==> config.mk <==
export PLATFORM = sky130hd
export DESIGN_NAME = sit_ctrl
export DESIGN_NICKNAME = d
export VERILOG_FILES = /design/src/rtl/string_intern_table_macros.svh /design/src/rtl/sit_pkg.sv /design/src/rtl/sit_ctrl.sv
export SDC_FILE = /design/constraint.sdc
export NUM_CORES = 1
export LEC_CHECK = 0
export BUFFER_PORTS_ARGS = -buffer_cell sky130_fd_sc_hd__buf_2
export CAP_MARGIN = 20
export CORE_ASPECT_RATIO = 1.25
export CORE_MARGIN = 10
export CORE_UTILIZATION = 30
export CTS_CLUSTER_SIZE = 10
export DETAILED_ROUTE_END_ITERATION = 10
export PLACE_DENSITY = 0.67
export SLEW_MARGIN = 0
export SYNTH_ARGS = -nofsm -noshare
export SYNTH_HDL_FRONTEND = slang
export SYNTH_SLANG_ARGS = --single-unit
==> constraint.sdc <==
create_clock -name clk -period 1.5 [get_ports clk]
set_input_delay 0.15 -clock clk [delete_from_list [all_inputs] [get_ports clk]]
set_output_delay 0.15 -clock clk [all_outputs]
set_load 0.005 [all_outputs]
==> src/rtl/string_intern_table_macros.svh <==
// assertion macros for the string intern table
`ifndef STRING_INTERN_TABLE_MACROS_SVH
`define STRING_INTERN_TABLE_MACROS_SVH

// assert that an antecedent implies a consequent in the same cycle
`define SIT_ASSERT_IMP(label, clk, rst, ante, cons) \
  label: assert property (@(posedge clk) disable iff (rst) (ante) |-> (cons)) \
    else $error("assertion failed");

// assert that an antecedent implies a consequent in the next cycle
`define SIT_ASSERT_NEXT(label, clk, rst, ante, cons) \
  label: assert property (@(posedge clk) disable iff (rst) (ante) |=> (cons)) \
    else $error("assertion failed");

`endif

==> src/rtl/sit_pkg.sv <==
// types and constants shared by the string intern table
package sit_pkg;

  localparam int TABLE_SLOTS = 256;
  localparam int STORE_BYTES = 4096;

  localparam logic [1:0] OP_INTERN = 2'd0;
  localparam logic [1:0] OP_FIND   = 2'd1;
  localparam logic [1:0] OP_LOOKUP = 2'd2;
  localparam logic [1:0] OP_CLEAR  = 2'd3;

  localparam logic [2:0] ST_NEW        = 3'd0;
  localparam logic [2:0] ST_FOUND      = 3'd1;
  localparam logic [2:0] ST_NOT_FOUND  = 3'd2;
  localparam logic [2:0] ST_TABLE_FULL = 3'd3;
  localparam logic [2:0] ST_STORE_FULL = 3'd4;
  localparam logic [2:0] ST_NULL       = 3'd5;

  localparam logic [31:0] HASH_BASIS = 32'd2166136261;
  localparam logic [31:0] HASH_PRIME = 32'd16777619;

  typedef struct packed {
    logic [1:0] opcode;
    logic [7:0] key_byte;
    logic       key_last;
    logic [7:0] string_id;
  } sit_in_t;

  typedef struct packed {
    logic [2:0]  status;
    logic [7:0]  result_id;
    logic [11:0] store_offset;
    logic [11:0] string_length;
    logic [7:0]  entry_total;
    logic [31:0] request_count;
    logic [31:0] dedup_count;
  } sit_out_t;

  // controller to datapath commands
  typedef struct packed {
    logic stage;      // stage key byte, update hash
    logic clear;      // clear table and counters
    logic drop;       // drop staged key
    logic count_req;  // bump request count
    logic count_dup;  // bump dedup count
    logic probe_init; // load probe index from hash or zero
    logic probe_lkp;  // probe start at slot zero
    logic probe_next; // advance probe index
    logic rd_slot;    // read slot memories at probe index
    logic cmp_init;   // start byte compare
    logic cmp_step;   // compare one byte
    logic rd_bytes;   // read both store bytes
    logic commit;     // write slot and terminator
    logic ld_res;     // load result register
    logic [2:0] res_status;
    logic res_slot;   // result carries slot info
  } sit_cmd_t;

  // datapath to controller status
  typedef struct packed {
    logic overflow;
    logic slot_empty;
    logic slot_meta_eq;
    logic slot_id_eq;
    logic probe_done;
    logic cmp_done;
    logic cmp_eq;
    logic tbl_cap;
    logic store_fit;
  } sit_stat_t;

endpackage

==> src/rtl/sit_ctrl.sv <==
// controller state machine for the string intern table
module sit_ctrl
  import sit_pkg::*;
(
  input  logic       clk,
  input  logic       rst,
  input  logic       in_valid,
  output logic       in_ready,
  input  sit_in_t    in_word,
  input  logic       out_busy,
  input  sit_stat_t  stat,
  output sit_cmd_t   cmd
);

  localparam logic [3:0] S_IDLE   = 4'd0;
  localparam logic [3:0] S_START  = 4'd1;
  localparam logic [3:0] S_RD     = 4'd2;
  localparam logic [3:0] S_CHK    = 4'd3;
  localparam logic [3:0] S_CMP_RD = 4'd4;
  localparam logic [3:0] S_CMP_CK = 4'd5;
  localparam logic [3:0] S_LK_RD  = 4'd6;
  localparam logic [3:0] S_LK_CHK = 4'd7;
  localparam logic [3:0] S_CMP_WT = 4'd8;
  localparam logic [3:0] S_MISS   = 4'd9;

  logic [3:0] state;
  logic [3:0] state_next;
  logic       intern_op;
  logic       intern_op_next;

  // state register
  always_ff @(posedge clk) begin
    if (rst) begin
      state     <= S_IDLE;
      intern_op <= 1'b0;
    end else begin
      state     <= state_next;
      intern_op <= intern_op_next;
    end
  end

  // next state and commands
  always_comb begin
    state_next     = state;
    intern_op_next = intern_op;
    cmd            = '0;
    in_ready       = 1'b0;
    unique case (state)
      S_IDLE: begin
        in_ready = !out_busy;
        if (in_valid && !out_busy) begin
          unique case (in_word.opcode)
            OP_CLEAR: cmd.clear = 1'b1;
            OP_LOOKUP: begin
              if (in_word.string_id == 8'd0) begin
                cmd.ld_res     = 1'b1;
                cmd.res_status = ST_NULL;
              end else begin
                cmd.probe_init = 1'b1;
                cmd.probe_lkp  = 1'b1;
                state_next     = S_LK_RD;
              end
            end
            default: begin
              cmd.stage = 1'b1;
              if (in_word.key_last) begin
                intern_op_next = (in_word.opcode == OP_INTERN);
                cmd.count_req  = (in_word.opcode == OP_INTERN);
                state_next     = S_START;
              end
            end
          endcase
        end
      end
      S_START: begin
        if (stat.overflow) begin
          cmd.drop       = 1'b1;
          cmd.ld_res     = 1'b1;
          cmd.res_status = ST_STORE_FULL;
          state_next     = S_IDLE;
        end else begin
          cmd.probe_init = 1'b1;
          state_next     = S_RD;
        end
      end
      S_RD: begin
        cmd.rd_slot = 1'b1;
        state_next  = S_CHK;
      end
      S_CHK: begin
        if (stat.slot_empty) begin
          state_next = S_MISS;
        end else if (stat.slot_meta_eq) begin
          cmd.cmp_init = 1'b1;
          state_next   = S_CMP_RD;
        end else if (stat.probe_done) begin
          state_next = S_MISS;
        end else begin
          cmd.probe_next = 1'b1;
          state_next     = S_RD;
        end
      end
      S_CMP_RD: begin
        if (stat.cmp_done) begin
          cmd.ld_res     = 1'b1;
          cmd.res_status = ST_FOUND;
          cmd.res_slot   = 1'b1;
          cmd.count_dup  = intern_op;
          cmd.drop       = 1'b1;
          state_next     = S_IDLE;
        end else begin
          cmd.rd_bytes = 1'b1;
          state_next   = S_CMP_WT;
        end
      end
      S_CMP_WT: begin
        state_next = S_CMP_CK;
      end
      S_CMP_CK: begin
        if (stat.cmp_eq) begin
          cmd.cmp_step = 1'b1;
          state_next   = S_CMP_RD;
        end else if (stat.probe_done) begin
          state_next = S_MISS;
        end else begin
          cmd.probe_next = 1'b1;
          state_next     = S_RD;
        end
      end
      S_MISS: begin
        cmd.ld_res = 1'b1;
        cmd.drop   = 1'b1;
        state_next = S_IDLE;
        if (!intern_op) begin
          cmd.res_status = ST_NOT_FOUND;
        end else if (!stat.slot_empty || !stat.tbl_cap) begin
          cmd.res_status = ST_TABLE_FULL;
        end else if (!stat.store_fit) begin
          cmd.res_status = ST_STORE_FULL;
        end else begin
          cmd.res_status = ST_NEW;
          cmd.res_slot   = 1'b1;
          cmd.commit     = 1'b1;
        end
      end
      S_LK_RD: begin
        cmd.rd_slot = 1'b1;
        state_next  = S_LK_CHK;
      end
      S_LK_CHK: begin
        if (stat.slot_id_eq) begin
          cmd.ld_res     = 1'b1;
          cmd.res_status = ST_FOUND;
          cmd.res_slot   = 1'b1;
          state_next     = S_IDLE;
        end else if (stat.probe_done) begin
          cmd.ld_res     = 1'b1;
          cmd.res_status = ST_NOT_FOUND;
          state_next     = S_IDLE;
        end else begin
          cmd.probe_next = 1'b1;
          state_next     = S_LK_RD;
        end
      end
      default: state_next = S_IDLE;
    endcase
  end

endmodule

## Word-level counts from Yosys, hierarchy flattened

Index checks and enable logic that the tools add are counted.

- Output and inout port bits: 19
- Register bits: 5
- Word-level logic and storage cells: 94

- Reductions and logical operators: 12
- Equal/unequal tests: 15
- Muxes and demuxes: 64
- Bitwise logic cells: 1

Operators with widths:

| operator | number |
|---|---|
| two-way mux 4 bit | 15 |
| case mux 4 bit (9 select lines) | 1 |
| two-way mux 1 bit | 31 |
| case mux 4 bit (5 select lines) | 1 |
| == test 4 x 3 -> 1 bit (second input constant) | 4 |
| two-way mux 2 bit | 6 |
| two-way mux 3 bit | 4 |
| case mux 1 bit (3 select lines) | 3 |
| == test 4 x 2 -> 1 bit (second input constant) | 2 |
| == test 4 bit (second input constant) | 2 |
| logical NOT 8 bit | 1 |
| case mux 4 bit (2 select lines) | 1 |
| AND reduction 4 bit | 2 |
| two-way mux 5 bit | 1 |
| == test 2 bit (second input constant) | 2 |
| == test 4 x 1 -> 1 bit (second input constant) | 1 |
| logical NOT 4 bit | 1 |
| inequality test 2 bit (second input constant) | 2 |
| OR reduction 2 bit | 2 |
| logical NOT 1 bit | 3 |
| inequality test 3 x 2 -> 1 bit (second input constant) | 1 |
| inequality test 3 bit (second input constant) | 1 |
| logical NOT 2 bit | 1 |
| case mux 1 bit (2 select lines) | 1 |
| other kinds (3) | 3 |

## Depth between registers and ports, before layout

Gate-level depths: netlist of run 1.

- Word-level depth: 5
- Mapped depth: 6
- Depth with buffers taken out: 4

## Worst setup path before layout of run 1

OpenSTA, ideal clock, no wires.

- Kind: reg-to-reg
- From: register state[0]
- To: register state[0]
- Path buffers: 1
- Setup slack: -0.027 ns
- Cell stages (with the launch flop): 6
- Setup time: 0.059 ns
- Data arrival time: 1.468 ns
- Required time: 1.441 ns
- Cell sequence: dfxtp_1 -> buf_6 -> or3_4 -> and2_4 -> a2111oi_2 -> o31a_1

- Word-level cells in the longest chain between the ends: 3

RTL lines:

| element | line | RTL |
|---|---|---|
| start: declaration | sit_ctrl.sv:26 | `logic [3:0] state;` |
| start signal: assignment | sit_ctrl.sv:37 | `state <= state_next;` |
| logical NOT 4 bit | sit_ctrl.sv:48 | `unique case (state)` |
| inequality test 3 bit (no line) (tied with other cells) | n/a |  |
| AND reduction 4 bit (no line) | n/a |  |

Parallel ways exist; a longest one is shown, timed or not.
A chain may end at the register's enable or synchronous reset.

==> impl_metrics.toml, run 1 <==
[run_status]
outcome = "finished, violations left"
violations = "negative setup slack"

[clock_tree]
cts_buffer_depth = 2
cts_buffers = 3
cts_root_buf = "clkbuf_4"
clock_latency_ps = 250
tritoncts = "yes"
clk_pin_slew_worst_paths_ps = 40
htreeDepth = 1
clock_sinks = 5

[detailed_routing]
drtIter0Drc = 40
wirelength_mm = 2.775
wl_per_cell_um = 15.95
drt-pass1-iter-count = 6
vias = 988
vias_per_cell = 5.678
drcViolationCount = 0
drtAntennaViolNets = 0

[grt]
grt-ovfl-total = 0
grt_antenna_before_repair = 0
first_global_vias = 1001
grt_pass1_wl_mm = 4.105
grt_max_degree = 11
grtUsageTotal_pct = 11.26

[synth]
synth-seq-cells = 5
synth_edf_count = 0
yosys-top-cells-area = "dfxtp_1 15%, nor2_1 8.6%, nor2b_1 5.7%, nor3_1 4.6%, nand2b_1 3.8%"
synth_top_area_cell = "dfxtp_1"
synth-seq-area-share_pct = 15.33
yosys_warnings = 0
syn-instance-count = 97
synth_top_area_share_pct = 15.33
synth_nets = 129
syn_area_sq_um = 653.1
ys_types = 38
synthFlopType = "dfxtp_1"
async_reset_ff_share_pct = 0
synth_area_per_cell_sq_um = 6.733

[pwr]
p_switching_mw = 0.1464
clock_power_share_pct = 33.5
vdd_drop_max_mv = 0.4907
p_leak_nw = 0.5503
seqPwrFrac_pct = 30.3
p_comb_share_pct = 36.3
power.internal_mw = 0.3207
swShare_pct = 31.34
p_per_area_nw_per_um2 = 388.1

[critical_path]
criticalPathCategory = "register to output port"
cp.arrival_ps = 1490
end_kind = "output port"
regToRegSetupSlack_ps = 60
endpoint = "cmd[4]"
reg2reg_from = "state[2]"
timing.rr.end = "state[0]"
worst-endpoint-required_ps = 1350
crit_path_start = "state[0]"
crit_fanout = 8
start_kind = "register"
reg2regPathDepth = 4

[sta]
finalSetupTns_ps = -887.4
hold_ws_ps = 130.5
drv_slew = 0
fmaxAchievable_mhz = 609.1
tightest_slew_ps = 418.4
relSlewSlack_pct = 71.38
finalHoldViolations = 0
clock_skew_ps = 4.673
setup_slack_ps = -141.7
min_period_ps = 1642
rsz0062_at_grt = "true"
period_share_pct = 109.4
setup_viol = 14

[cells_and_area]
antennaDiodeCount = 0
areaGrowthSynthToFinish_pct = 84.29
nets = 187
final_cell_mix = "42 x buf_2, 13 x nor2_1, 11 x buf_4"
mostFrequentLayoutCell = "buf_2"
drive_above_1_share_pct = 58.44

[die]
chipWidth_um = 61.74
boundaryPins = 51
start_util_pct = 32.22
num_rows = 18
die_area_sq_um = 4455
chipHeight_um = 72.17
design.core.area_sq_um = 2027

[placed_design]
hpwlAfterDp_mm = 2.019
io_buffers = 42
gp_congestion = 0.7885

[min_path]
hold_class = "input pin to register"

[run]
cap_violations = 0
==> power by group through the flow <==
stage | combinational (mW) | clock, mW | sequential, mW
6_report | 0.169 | 0.156 | 0.141
3_3_place_gp | 0.146 | 0 | 0.145
2_1_floorplan | 0.0757 | 0 | 0.142
5_1_grt | 0.187 | 0.174 | 0.142
4_1_cts | 0.158 | 0.161 | 0.139
3_5_place_dp | 0.149 | 0 | 0.146
==> timing repair <==
action                     in CTS  in global routing
hold buffers                    0                  0
gates resized for setup        26                 14
setup buffers                   1                  1
cloned                          0                  0
setup endpoints to repair      20                 18
pin swaps                       9                 11
==> critical path: stages (launching register included) <==
cell      delay [ps]
dfxtp_4          380
nand2b_1         210
nor3b_2          250
nor2_1           100
o211ai_1         160
buf_2            140
==> through the flow <==
stage / area [sq um] / setup WS (ps) / total power [mW] / util [%] / cells
after global routing: 1204 / -249.2 / 0.5032 / 59.38 / 174
after global placement: 989.7 / -42.41 / 0.2919 / 48.83 / 169
after detailed placement: 989.7 / -59.24 / 0.2950 / 48.83 / 169
final: 1204 / -141.7 / 0.4671 / 59.38 / 174
after CTS: 1107 / -91.41 / 0.4586 / 54.63 / 173
after floorplan: 665.6 / 25.87 / 0.2174 / - / 97
==> how the worst min path moves through the flow <==
stage	from	end	slack, ps	cells past startpoint
floorplan	rst	intern_op	220	1
global placement	rst	intern_op	390	2
detailed placement	rst	intern_op	390	2
CTS	rst	intern_op	130	2
global route	rst	intern_op	140	2
finish	rst	intern_op	130	2
==> metal layers <==
metal,track usage [%],vias up,routed length (um)
met3,5.575,4,314
met1,10.18,464,994
met2,21.60,43,1455
met5,0,-,0
li1,-,477,-
met4,1.741,0,10
==> registers in the layout, summed over array words and instances (netlist names) <==
register,count
state,4
intern_op,1
==> cell families after synthesis <==
group / synth area share (%)
buffers and inverters: 7.662
and+or+nand+nor: 49.43
DFF: 15.33
AOI/OAI and AO/OA: 27.59
==> cell type report <==
class                   count  area [sq um]
repair buffers             59         360.3
fillers                   185         823.3
well taps                  20         25.02
multi-input cells          81         658.1
clock buffers               4         26.28
inverters                   5         18.77
flip-flops and latches      5         115.1
==> Yosys cell counts, drive strengths merged, types with 3 or more instances <==
cell and number:
dfxtp 5, nand2b 4, nand3 4, and3 3, nor3 6, o21ai 3
nor2b 6, or3 3, clkbuf 4, inv 5, a21oi 4, or4 3
nand2 6, nor2 15
Power figures use the tool's default switching activity.
==> inputs of run 2 (changes only) <==
--- a/config.mk
+++ b/config.mk
@@ -7,7 +7,6 @@
 export LEC_CHECK = 0
 export BUFFER_PORTS_ARGS = -buffer_cell sky130_fd_sc_hd__buf_2
 export CAP_MARGIN = 20
-export CORE_ASPECT_RATIO = 1.25
 export CORE_MARGIN = 10
 export CORE_UTILIZATION = 30
 export CTS_CLUSTER_SIZE = 10
==> impl_metrics.toml, run 2 (synthesis gave the netlist of run 1 again) <==
[sta]
clock_skew_ps = 0.6047
setup_viol = 14
fmaxAchievable_mhz = 626.8
finalSetupTns_ps = -665.6
rsz0062_at_grt = "true"
period_share_pct = 106.4
relSlewSlack_pct = 73.26
setup_slack_ps = -95.34
min_period_ps = 1595
tightest_slew_ps = 390.9
drv_slew = 0
finalHoldViolations = 0

[clock_tree]
clk_pin_slew_worst_paths_ps = 40
cts_buffers = 3
clock_latency_ps = 240
cts_root_buf = "clkbuf_4"
clock_sinks = 5
htreeDepth = 1
cts_buffer_depth = 2
holdBufCountCts = 0
tritoncts = "yes"

[cells_and_area]
nFillCells = 201
antennaDiodeCount = 0
mostFrequentLayoutCell = "buf_2"
final_cell_mix = "42 x buf_2, 16 x buf_4, 12 x nor2_1"
reg_top3 = "state: 4 flops, intern_op: 1 flops"
final_cells = 187
drive_above_1_share_pct = 60.62
largest_reg_flops = 4
regMostFlops = "state"
areaGrowthSynthToFinish_pct = 86.21
design_area_sq_um = 1216
nets = 193

[min_path]
hold_class = "input pin to register"

[placed_design]
io_buffers = 42
hpwlAfterDp_mm = 2.117
place_area_sq_um = 998.5
gp_congestion = 0.7975
dp.cells = 176

[die]
boundaryPins = 51
num_rows = 16
die_area_sq_um = 4444
chipHeight_um = 66.66
start_util_pct = 32.30
chipWidth_um = 66.66
design.core.area_sq_um = 2022

[detailed_routing]
drtIter0Drc = 26
wl_per_cell_um = 14.64
drtAntennaViolNets = 0
vias = 947
drcViolationCount = 0
wirelength_mm = 2.737
vias_per_cell = 5.064
drt-pass1-iter-count = 4

[run_status]
violations = "negative setup slack"
outcome = "finished, violations left"

[grt]
first_global_vias = 920
grtUsageTotal_pct = 11.87
grt_antenna_before_repair = 0
grt_max_degree = 11
grt_pass1_wl_mm = 4.333
grt-ovfl-total = 0

[critical_path]
cp.arrival_ps = 1450
start_kind = "register"
worst-endpoint-required_ps = 1350
end_kind = "output port"
crit_fanout = 10
criticalPathCategory = "register to output port"

[pwr]
p_per_area_nw_per_um2 = 385.0
p_leak_nw = 0.5637
vdd_drop_max_mv = 0.3964

[run]
cap_violations = 0
## run 2: stage by stage
| step | hold slack, ps | worst slack, ps | power (mW) | util [%] |
|---|---|---|---|---|
| final | 141.2 | -95.34 | 0.4683 | 60.15 |
| after global routing | 136.1 | -205.8 | 0.5072 | 60.15 |
| after CTS | 131.8 | -96.98 | 0.4607 | 57.55 |
| after detailed placement | 385.8 | -69.22 | 0.2962 | 49.38 |
| after global placement | 383.5 | -4.694 | 0.2922 | 49.38 |
| after floorplan | 222.1 | 25.87 | 0.2174 | - |
## run 2: power by group
part | internal, mW | switching, mW
Sequential | 0.132 | 0.00770
Combinational | 0.0913 | 0.0831
Clock | 0.100 | 0.0535
Total | 0.324 | 0.144
## run 2: layout make-up
type                       count  area (sq um)  area share (%)
clock buffer                   4         26.28           2.160
inverter                       5         18.77           1.543
multi-input combinational     81         619.3           50.93
sequential                     5         115.1           9.465
tap                           27         33.78           2.778
timing repair buffer          65         402.9           33.13
## run 2: metal layers
layer	vias up	global-route usage (%)	share of wire, %
li1	485	-	-
met4	0	2.618	0
met3	0	5.853	11
met2	32	18.84	46
met5	-	0	0
met1	430	13.91	43
## run 2: repair_timing
| item | CTS | global route |
|---|---|---|
| endpoints found under the setup margin | 22 | 20 |
| cloned | 0 | 0 |
| pin swaps | 7 | 7 |
| setup buffers | 4 | 4 |
| resized for setup | 31 | 7 |
## run 2: worst paths after layout
| kind | from | endpoint | slack (ps) | cells past startpoint |
|---|---|---|---|---|
| worst min register to register | intern_op | intern_op | 580 | 2 |
| worst max-delay path | state[0] | cmd[0] | -100 | 5 |
| worst min-delay path | rst | intern_op | 140 | 2 |
| worst max register to register | state[2] | state[0] | -50 | 5 |
## run 2: worst max-delay path, stage by stage, from the launching register on
cell and delay (ps):
dfxtp_4 390, nor2b_2 180, nand4b_1 190, nor3_2 220, nand2b_1 120, buf_2 110
==> inputs of run 3 (changes only) <==
==> constraint.sdc (replaced) <==
create_clock -name clk -period 1.5 [get_ports clk]
set_input_delay 0.15 -clock clk [delete_from_list [all_inputs] [get_ports clk]]
set_output_delay 0.15 -clock clk [all_outputs]
set_load 0.01 [all_outputs]
==> impl_metrics.toml, run 3 (synthesis gave the netlist of run 1 again) <==
[run_status]
outcome = "finished, violations left"
violations = "negative setup slack"

[sta]
setup_slack_ps = -157.0
finalSetupTns_ps = -1493
drv_slew = 0
finalHoldViolations = 0
min_period_ps = 1657
period_share_pct = 110.5
relSlewSlack_pct = 76.00
tightest_slew_ps = 350.9
rsz0062_at_grt = "true"
setup_viol = 20
fmaxAchievable_mhz = 603.5
clock_skew_ps = 1.872

[cells_and_area]
antennaDiodeCount = 0
design_area_sq_um = 1269
final_cell_mix = "42 x buf_2, 17 x buf_4, 11 x nor2_1"
reg_top3 = "state: 4 flops, intern_op: 1 flops"
utilization_pct = 62.75
regMostFlops = "state"
nets = 195
drive_above_1_share_pct = 61.11
areaGrowthSynthToFinish_pct = 94.25
final_cells = 189
mostFrequentLayoutCell = "buf_2"
largest_reg_flops = 4

[detailed_routing]
drt-pass1-iter-count = 4
vias_per_cell = 5.132
drtIter0Drc = 35
vias = 970
wirelength_mm = 2.767
wl_per_cell_um = 14.64
drcViolationCount = 0
drtAntennaViolNets = 0

[critical_path]
crit_fanout = 7
criticalPathCategory = "register to output port"
end_kind = "output port"
critPathMaxStageDelay_ps = 360
cp.arrival_ps = 1510
start_kind = "register"
worst-endpoint-required_ps = 1350
cp_slowest_cell = "dfxtp_4"
path_cells = "buf_4 -> nand2b_4 -> or3_1 -> o211ai_1 -> buf_2"

[placed_design]
dp.cells = 177
place_area_sq_um = 1015
gp_congestion = 0.8347
hpwlAfterDp_mm = 2.107
io_buffers = 42

[die]
chipWidth_um = 66.66
die_area_sq_um = 4444
num_rows = 16
boundaryPins = 51
chipHeight_um = 66.66
design.core.area_sq_um = 2022
start_util_pct = 32.30

[clock_tree]
clock_latency_ps = 240
cts_buffer_depth = 2
clock_sinks = 5
tritoncts = "yes"
htreeDepth = 1
cts_root_buf = "clkbuf_4"
cts_buffers = 3
clk_pin_slew_worst_paths_ps = 40
holdBufCountCts = 0

[pwr]
power_mw = 0.4819
p_per_area_nw_per_um2 = 379.9
vdd_drop_max_mv = 0.3633
p_leak_nw = 0.5746

[grt]
first_global_vias = 936
grt_max_degree = 9
grt_pass1_wl_mm = 4.202
grt_antenna_before_repair = 0
grtUsageTotal_pct = 11.66
grt-ovfl-total = 0

[run]
cap_violations = 0

[min_path]
hold_class = "input pin to register"
[run 3: cell types whose count changed in the layout (fill, tap and decap cells not counted), moves of 2 or more]
| cell | delta |
|---|---|
| nor2_2 | +2 |
| nand2_2 | -2 |
| buf_6 | +2 |
| nor3_2 | -2 |
| nand2_1 | +2 |
| nor3_4 | +2 |
[run 3: layout make-up]
cell class | instances | area [sq um]
Clock buffer | 4 | 26.28
Fill cell | 195 | 753.2
Inverter | 5 | 18.77
Multi-Input combinational cell | 81 | 646.9
Sequential cell | 5 | 115.1
Tap cell | 27 | 33.78
Timing Repair Buffer | 67 | 427.9
[run 3: path summary, 6_finish.rpt]
check                 start   endpoint  slack, ps  cells past startpoint
setup / recovery   state[3]     cmd[4]       -160                      5
hold / removal          rst  intern_op        150                      2
setup reg to reg   state[0]   state[0]        -60                      5
hold reg to reg   intern_op  intern_op        560                      2
[run 3: what timing repair did]
| item | 4_1_cts | 5_1_grt |
|---|---|---|
| gates resized for setup | 30 | 11 |
| setup buffers | 7 | 1 |
| pin swaps | 12 | 8 |
| endpoints found under the setup margin | 23 | 23 |
[run 3: report_power, final]
part / switching [mW] / leakage (nW) / internal (mW)
logic: 0.0899 / 0.516 / 0.0999
clock network: 0.0518 / 0.0150 / 0.100
registers: 0.00786 / 0.0436 / 0.132
total: 0.149 / 0.575 / 0.332
[run 3: critical path: cells and delay by family, from the launching register on]
family	cells	cell delay, ps
flip-flops	1	360
AO/OA/AOI/OAI	1	110
AND/OR/NAND/NOR	2	480
buffers and inverters	2	320
[run 3: layer usage]
| layer | vias to the layer above | share of wire (%) | track usage (%) |
|---|---|---|---|
| met1 | 444 | 38 | 11.95 |
| met4 | 0 | 0 | 2.356 |
| met2 | 35 | 47 | 19.31 |
| met5 | - | 0 | 0 |
| met3 | 0 | 15 | 7.860 |
| li1 | 491 | - | - |
[run 3: stage by stage]
step,setup WS (ps),hold slack (ps)
after floorplan,14.62,222.1
after global placement,-21.09,397.7
after detailed placement,-71.52,393.9
after CTS,-137.7,140.6
after global routing,-220.0,135.5
final,-157.0,152.6
